## src/rtl/wqfd_pkg.sv

```systemverilog
// Shared types and constants for the weighted quadratic-form distance unit.
// No dependencies; every other file in rtl/ imports this package.
package wqfd_pkg;

   localparam int DIM      = 4;                  // vector length, 2..4
   localparam int ELEM_CNT = 4;                  // element fields on the input port
   localparam int IN_W     = 16;                 // Q8.8 element and weight width
   localparam int WIDX_W   = 4;                  // width of the weight index field
   localparam int DIFF_W   = IN_W + 1;           // center - point
   localparam int MAT_SIZE = DIM * DIM;
   localparam int MIDX_W   = $clog2(MAT_SIZE);
   localparam int PROD_W   = IN_W + DIFF_W;      // w * diff
   localparam int ROW_W    = PROD_W + $clog2(DIM);
   localparam int QUAD_W   = DIFF_W + ROW_W;     // diff * row
   localparam int OUT_W    = 54;                 // Q30.24 result

   localparam logic [WIDX_W:0] MAT_LIMIT = (WIDX_W + 1)'(MAT_SIZE);

   typedef enum logic {
      FUNC_LOAD     = 1'b0,
      FUNC_DISTANCE = 1'b1
   } func_type;

   typedef logic signed [IN_W-1:0]   elem_vec_type   [ELEM_CNT];
   typedef logic signed [DIFF_W-1:0] diff_vec_type   [DIM];
   typedef logic signed [IN_W-1:0]   weight_mat_type [MAT_SIZE];
   typedef logic signed [PROD_W-1:0] prod_mat_type   [MAT_SIZE];
   typedef logic signed [ROW_W-1:0]  row_vec_type    [DIM];
   typedef logic signed [QUAD_W-1:0] quad_vec_type   [DIM];

endpackage

```

## src/rtl/wqfd_front.sv

```systemverilog
// Input stage: weight store, weight loads, difference vector and weight snapshot.
// Depends on wqfd_pkg.
module wqfd_front import wqfd_pkg::*; (
   input  logic                     clock,
   input  logic                     reset,
   input  logic                     in_valid,
   output logic                     in_ready,
   input  logic [0:0]               in_func,
   input  logic [WIDX_W-1:0]        in_weight_index,
   input  logic signed [IN_W-1:0]   in_weight_value,
   input  elem_vec_type             in_point,
   input  elem_vec_type             in_center,
   output logic                     out_valid,
   input  logic                     out_ready,
   output diff_vec_type             out_diff,
   output weight_mat_type           out_weight
);

   weight_mat_type store_ff;
   weight_mat_type snap_ff;
   diff_vec_type   diff_ff;
   diff_vec_type   diff_in;
   logic           valid_ff;
   logic           accept;
   logic           is_load;

   assign in_ready = !valid_ff || out_ready;
   assign accept   = in_valid && in_ready;
   assign is_load  = (in_func == FUNC_LOAD);

   always_comb begin
      for (int i = 0; i < DIM; i++) begin
         diff_in[i] = DIFF_W'(in_center[i]) - DIFF_W'(in_point[i]);
      end
   end

   // Write one entry per load; drop indexes beyond the matrix
   always_ff @(posedge clock) begin
      if (reset) begin
         store_ff <= '{default: '0};
      end else if (accept && is_load && ({1'b0, in_weight_index} < MAT_LIMIT)) begin
         store_ff[in_weight_index[MIDX_W-1:0]] <= in_weight_value;
      end
   end

   always_ff @(posedge clock) begin
      if (reset) begin
         valid_ff <= 1'b0;
      end else if (in_ready) begin
         valid_ff <= accept && !is_load;
      end
   end

   // Snapshot weights so later loads cannot disturb items in flight
   always_ff @(posedge clock) begin
      if (in_ready) begin
         diff_ff <= diff_in;
         snap_ff <= store_ff;
      end
   end

   assign out_valid  = valid_ff;
   assign out_diff   = diff_ff;
   assign out_weight = snap_ff;

endmodule

```

## config.mk

```make
export PLATFORM = sky130hd
export DESIGN_NAME = wqfd_front
export DESIGN_NICKNAME = d
export VERILOG_FILES = /design/src/rtl/wqfd_pkg.sv /design/src/rtl/wqfd_front.sv
export SDC_FILE = /design/constraint.sdc
export NUM_CORES = 1
export LEC_CHECK = 0
export BUFFER_PORTS_ARGS = -buffer_cell sky130_fd_sc_hd__clkbuf_2
export CAP_MARGIN = 30
export CELL_PAD_IN_SITES_DETAIL_PLACEMENT = 0
export CELL_PAD_IN_SITES_GLOBAL_PLACEMENT = 1
export CORE_MARGIN = 2
export CORE_UTILIZATION = 43
export DETAILED_ROUTE_END_ITERATION = 16
export GPL_TIMING_DRIVEN = 0
export PLACE_DENSITY_LB_ADDON = 0.1
export SYNTH_ARGS = -nofsm -noshare
export SYNTH_HDL_FRONTEND = slang
export SYNTH_SLANG_ARGS = --single-unit
```

## constraint.sdc

```tcl
create_clock -name clock -period 7.1 [get_ports clock]
set_clock_uncertainty 0.15 [all_clocks]
set_input_delay 0.355 -clock clock [delete_from_list [all_inputs] [get_ports clock]]
set_output_delay 0.355 -clock clock [all_outputs]
set_load 0.05 [all_outputs]
```

==> impl_results.md, run 1 <==
- Initial DRC count: 939
- Total gr overflow: 0
- Initial antenna violation count: 2
- Root Driver: clkbuf_16
- Post-Synthesis Cells: 1,936
- First drt pass iteration count: 5
- Async SR Flop Fraction: 0%
- Critical path arrival: 3.53 ns
- Final worst-path cycle share: 44.6%
- Slew Viols, Final: 0
- Post-synth top area share: 43.9%
- Chip Width: 231 µm
- Path depth of the worst reg2reg path: 8
- Clock sinks: 581
- CTS tree: done
- Final Net Count: 2,704
- DRT antenna net count: 0
- Fin. Hold Viols: 0
- Post-CTS Setup Bufs: 0
- WL/cell: 19.5 µm
- Critical path capture point type: flip-flop
- Port Buffers: 460
- Final critical-path required period: 3.16 ns
- Worst slew pin tran: 0.946 ns
- CP startpoint kind: flip-flop
- Clock Pin Slew Worst Setup and Hold Paths: 0.06 ns
- Die ar.: 53,300 µm²
- RSZ-0062 raised after global routing: false
- P per Cell Area: 291 nW/µm²
- Most common cell in the synthesized netlist: nand2_1
- Critical path type: reg2reg
- Largest cells by area after synthesis: edfxtp_1 (44%), dfxtp_1 (23%), nand2_1 (7.7%), a21oi_1 (5.8%), ha_1 (3.6%)
- Num CTS Buffers: 59
- Mapped Avg Cell Area: 11.4 µm²
- Slew Limit Headroom: 36.4%
- Post_cts resized: 0
- H-tree depth: 2
- Ys flop type: edfxtp_1
- Clk buf depth: 3
- Crit Path Max Fanout: 49
- RePlAce Congestion: 0.795
- Row count: 83
- Synth Warn #: 0
- Total number of vias: 16.0k
- Worst endpoint required time: 7.47 ns
- Register bit total from synthesis: 581
- Final setup viols: 0
- HP Class: in2reg
- Initial Util: 43.3%
- Detailed-route DRC error count: 0
- Commonest cells post-synth: nand2_1 (456), edfxtp_1 (324), a21oi_1 (258), dfxtp_1 (257), inv_1 (85)
- Mapped Area: 22,100 µm²
- Placeable Area: 51,100 µm²
- Area Growth Syn to Fin: 25.2%
- Final core utilization: 54.3%
- Sequential area share after synthesis: 67.2%
- Syn nets: 2,157
- Post-DR vias/cell: 4.97
- Die Y: 231 µm
- Worst skew pair latency: 0.61 ns
- Peak supply drop: 0.187 mV
- Leakage: 11.6 nW
- Max Freq: 316 MHz
- Post-DP HPWL: 46,300 µm
- Global-route wire length before repair: 91,900 µm
- Hold WS: 0.0584 ns
- Most area-hungry cell type in the Yosys netlist: edfxtp_1
- Total track usage: 23.1%
- I/O pin cnt: 479
- Post-synth EDFFs: 324
- Worst Hold Path Cells: 3
- Share of cells above drive strength 1: 24.3%
- Largest net degree at the start of global routing: 56
- Status: complete, no violations
- Netlist cell types: 75
- # Max-Cap Violations: 0
- Number of global-route vias before repair: 15.3k
- Routed WL: 62,800 µm
## cell type report
cell class	instances	area [µm²]
Buffer	108	453
Sequential cell	581	14900
Inverter	85	319
Clock buffer	89	1780
Tap cell	680	851
Multi-Input combinational cell	1162	6510
Fill cell	4614	23400
Timing Repair Buffer	486	2720
Clock inverter	22	219
Antenna cell	1	2.50
## metrics by stage
stage	setup TNS, ns	power (mW)	cells	cell area (µm²)	setup WS [ns]
5_1_grt	0	8.35	3214	27700	3.69
3_5_place_dp	0	4.98	3092	25600	3.74
6_report	0	8.06	3214	27700	3.94
3_3_place_gp	-524.75	4.98	3076	25300	-2.47
4_1_cts	0	8.13	3213	27700	3.87
2_1_floorplan	0	4.66	1936	22100	0.440
## cells in the final DEF, fill, tap and decap left out, types with 5 or more instances in the layout
| master | netlist | routed |
|---|---|---|
| dlygate4sd3_1 | 0 | 10 |
| edfxtp_1 | 324 | 324 |
| xnor2_1 | 30 | 30 |
| nor2b_1 | 16 | 16 |
| clkbuf_16 | 0 | 64 |
| clkbuf_1 | 84 | 101 |
| a31oi_1 | 5 | 5 |
| clkbuf_2 | 1 | 461 |
| o21ai_0 | 22 | 22 |
| buf_2 | 16 | 16 |
| a211oi_1 | 8 | 8 |
| nand3_1 | 44 | 44 |
| xor2_1 | 14 | 14 |
| ha_1 | 64 | 64 |
| buf_4 | 5 | 5 |
| clkinv_1 | 0 | 5 |
| a21oi_1 | 258 | 258 |
| nor3_1 | 10 | 10 |
| buf_8 | 0 | 8 |
| nand2b_1 | 11 | 11 |
| clkbuf_8 | 0 | 8 |
| o21a_1 | 15 | 15 |
| inv_1 | 85 | 85 |
| dfxtp_1 | 257 | 257 |
| and3_1 | 5 | 5 |
| nand4_1 | 5 | 5 |
| clkinv_2 | 0 | 8 |
| nor2_1 | 69 | 69 |
| mux2i_1 | 34 | 34 |
| o31ai_1 | 5 | 5 |
| nand2_1 | 456 | 456 |
| buf_16 | 0 | 6 |
| a21o_1 | 15 | 15 |
## per-layer routing
layer | routed length, µm | share of wire (%) | track usage (%) | vias up
met2 | 29800 | 47 | 37.9 | 486
met3 | 4380 | 7.0 | 5.85 | 91
met5 | 13 | 0.021 | 0 | -
met1 | 26900 | 43 | 30.2 | 7596
li1 | - | - | - | 7788
met4 | 1710 | 2.7 | 6.81 | 2
## sequential cells by signal, indices dropped and copies added, names as in the netlist
register and flops:
out_weight 256, store_ff 256, out_valid 1, out_diff 68
## worst max-delay path, cell delays in order (launching register included)
cell and delay [ns]:
dfxtp_1 0.33, nand2b_4 0.41, buf_16 0.31, buf_16 0.31, nand3_2 0.21, nor3_1 0.81, buf_4 0.31, nand2_1 0.06
a21oi_1 0.15
## report_power, final
group	switching [mW]	internal (mW)	leakage (nW)
clock	1.28	1.87	0.971
combinational	0.867	0.284	4.83
sequential	0.0545	3.71	5.83
total	2.20	5.86	11.6
## final timing paths
path                                          from         endpoint  slack, ns
worst max register to register           out_valid     store_ff[22]       3.94
worst min-delay path            in_weight_value[3]    store_ff[227]       0.06
worst max-delay path                     out_valid     store_ff[22]       3.94
worst min register to register       store_ff[157]  out_weight[157]       0.27
## timing repair
item,CTS,global route
hold buffers,10,0
hold endpoints to repair,9,0
setup endpoints to repair,0,0
## cells by family after synthesis
group | after synthesis | synth area share [%]
simple gates | 643 | 12.2
flops | 581 | 67.2
compound gates | 373 | 9.89
buf+inv | 193 | 3.49
fa+ha+maj | 68 | 3.98
xor+xnor | 44 | 1.74
mux | 34 | 1.54
Power figures use the tool's default switching activity.
==> run 2: changes to the inputs <==
CORE_UTILIZATION = 38   (was 43)
clock period = 2.7 ns   (was 7.1 ns; I/O delays follow)
==> run 2 against run 1 <==
Against the previous run: clock power rose to 2.7 times the previous value; critical path depth up 2; clock-buffer cell count down 2; die area up 13%; first-iteration DRC count down 1.2%; via count up 4.4%.
==> impl_results.md, run 2 (synthesis gave the netlist of run 1 again) <==
- Status: complete, no violations
- Routed WL: 66,800 µm (+6.4%)
- Initial antenna violation count: 0 (-2)
- Die ar.: 60,200 µm² (+13%)
- Dpl cells: 3,176 (+2.7%)
- Commonest non-fill, non-tap cell in the layout: clkbuf_2
- P per Cell Area: 728 nW/µm² (+150%)
- R2R Path Start: out_valid
- Path depth of the worst reg2reg path: 10 (+2)
- Crit Path Max Fanout: 3 (-94%)
- Post-Place Worst Slack: -0.655 ns (-4.40 ns)
- Critical path arrival: 2.90 ns (-0.63 ns)
- Number of global-route vias before repair: 16.4k (+7.1%)
- CP startpoint kind: primary input
- Slew Viols, Final: 0 (unchanged)
- Placeable Area: 57,700 µm² (+13%)
- Final critical-path required period: 2.68 ns
- Root Driver: clkbuf_16
- Peak supply drop: 0.534 mV (+190%)
- Clock sinks: 581 (unchanged)
- # Max-Cap Violations: 0 (unchanged)
- Largest net degree at the start of global routing: 71 (+27%)
- CP Capture Point: out_diff[16]
- Post-DP Area: 26,000 µm² (+1.6%)
- Worst R2R End: store_ff[245]
- PnR worst setup slack: 0.0222 ns (-3.91 ns)
- Worst slew pin tran: 0.926 ns (-0.0206 ns)
- Hold WS: 0.0259 ns (-0.0325 ns)
- HP Class: in2reg
- Critical path capture point type: flip-flop
- Post-DR vias/cell: 4.82 (-2.9%)
- Clock Pin Slew Worst Setup and Hold Paths: 0.06 ns (about the same)
- CTS tree: done
- I/O pin cnt: 479 (unchanged)
- Critical path type: in2reg
- CP peak stage delay: 0.54 ns (-0.27 ns)
- Slowest stage cell, crit path: dlygate4sd3_1
- Max Freq: 373 MHz
- Slew Limit Headroom: 38.3% (+1.9 points)
- Antenna fix cells: 0 (-1)
- Chip Width: 245 µm (+6.3%)
- Final instance area: 29,800 µm² (+7.6%)
- Initial Util: 38.4% (-5.0 points)
- Setup crit start: in_point[0]
- CP cell instances: dlygate4sd3_1 -> clkbuf_2 -> ha_1 -> fa_1 -> nand2b_1 -> a211oi_1 -> o21bai_1 -> o211ai_1 -> nand4_1 -> a41o_1
- Total gr overflow: 0 (unchanged)
- First drt pass iteration count: 5 (unchanged)
- Die Y: 245 µm (+6.3%)
- Num CTS Buffers: 59 (unchanged)
- Final Net Count: 2,862 (+5.8%)
- Area Growth Syn to Fin: 34.7%
- Row count: 88 (+6.0%)
- Port Buffers: 460 (unchanged)
- H-tree depth: 2 (unchanged)
- Met2 Use GR: 36.2% (-1.6 points)
- Post-DP HPWL: 47,800 µm (+3.3%)
- GRT busiest layer: met2
- Worst endpoint required time: 2.93 ns (-4.54 ns)
- GR Util met3: 5.71% (-0.15 points)
- Leakage: 12.5 nW (+7.5%)
- Clk buf depth: 3 (unchanged)
- RePlAce Congestion: 0.831 (+4.6%)
- Fin cells: 3,456 (+7.5%)
- Worst skew pair latency: 0.62 ns (about the same)
- Total number of vias: 16.7k (+4.4%)
- Final worst-path cycle share: 99.2%
- R2R setup slack: 0.18 ns (-3.76 ns)
- WL/cell: 19.3 µm (-1.0%)
- Total track usage: 21.7% (-1.4 points)
- Fin. Hold Viols: 0 (unchanged)
- Met1 Use GR: 27.4% (-2.8 points)
- Detailed-route DRC error count: 0 (unchanged)
- Global-route wire length before repair: 98,100 µm (+6.7%)
- Share of cells above drive strength 1: 24.6% (+0.36 points)
- DRT antenna net count: 0 (unchanged)
- Initial DRC count: 928 (-1.2%)
- Final setup viols: 0 (unchanged)
- Most frequent cells in the layout: clkbuf_2 (467), nand2_1 (450), edfxtp_1 (324), a21oi_1 (256), dfxtp_1 (256)
-- run 2: changes by cell type in the layout (fill, tap and decap cells not counted), moves of 4 or more --
cell / previous run / this run
clkbuf_1: 101 / 81
dlygate4sd3_1: 10 / 165
clkbuf_2: 461 / 467
nor2_4: 0 / 6
clkbuf_8: 8 / 23
nor3_4: 0 / 4
nand2_4: 0 / 6
nor2_1: 69 / 64
buf_2: 16 / 6
buf_6: 2 / 13
nand2_1: 456 / 450
-- run 2: cell type report --
cell class / instances / area, µm²
tap: 765 / 957
inverter: 85 / 319
fill: 5308 / 27900
clock buffer: 87 / 1750
timing repair buffer: 643 / 4290
buffer: 108 / 631
clock inverter: 24 / 268
sequential: 581 / 14900
multi-input combinational: 1163 / 6730
-- run 2: worst min path at each step --
| stage | startpoint | to | slack, ns | cells past startpoint |
|---|---|---|---|---|
| 2_1_floorplan | in_valid | out_valid | 0.12 | 2 |
| 3_3_place_gp | in_valid | out_valid | 0.22 | 3 |
| 3_5_place_dp | in_valid | out_valid | 0.23 | 3 |
| 4_1_cts | in_center[61] | out_diff[64] | 0.0005 | 5 |
| 5_1_grt | in_center[49] | out_diff[53] | 0.04 | 4 |
| 6_report | in_center[61] | out_diff[64] | 0.03 | 5 |
-- run 2: repair_timing --
item	CTS	global route
pin swaps	1	0
cloned	1	1
buffers inserted	2	0
hold buffers	165	0
resized for setup	6	16
endpoints found under the hold margin	208	0
setup endpoints to repair	218	75
-- run 2: worst max-delay path: cells and delay by family --
family                   cells  cell delay (ns)
adder cells (fa/ha/maj)      2             0.65
AO/OA/AOI/OAI                4             1.15
AND/OR/NAND/NOR              2             0.33
buffers and inverters        2             0.65
-- run 2: stage by stage --
stage	power [mW]	util (%)	setup TNS, ns
after floorplan	12.3	-	-618.65
after global placement	13.2	44.6	-1280.72
after detailed placement	13.2	45.1	-44.75
after CTS	21.9	51.6	0
after global routing	22.5	51.7	-0.0139
final	21.7	51.7	0
-- run 2: metal layers --
metal | share of wire (%) | up-vias
li1 | - | 8128
met4 | 2.8 | 0
met5 | 0 | -
met2 | 48 | 501
met1 | 41 | 7931
met3 | 7.6 | 99
-- run 2: report_power, final --
group,internal (mW),leakage [nW],switching [mW]
registers,9.75,5.83,0.154
clock network,4.90,0.997,3.49
logic,1.01,5.68,2.40
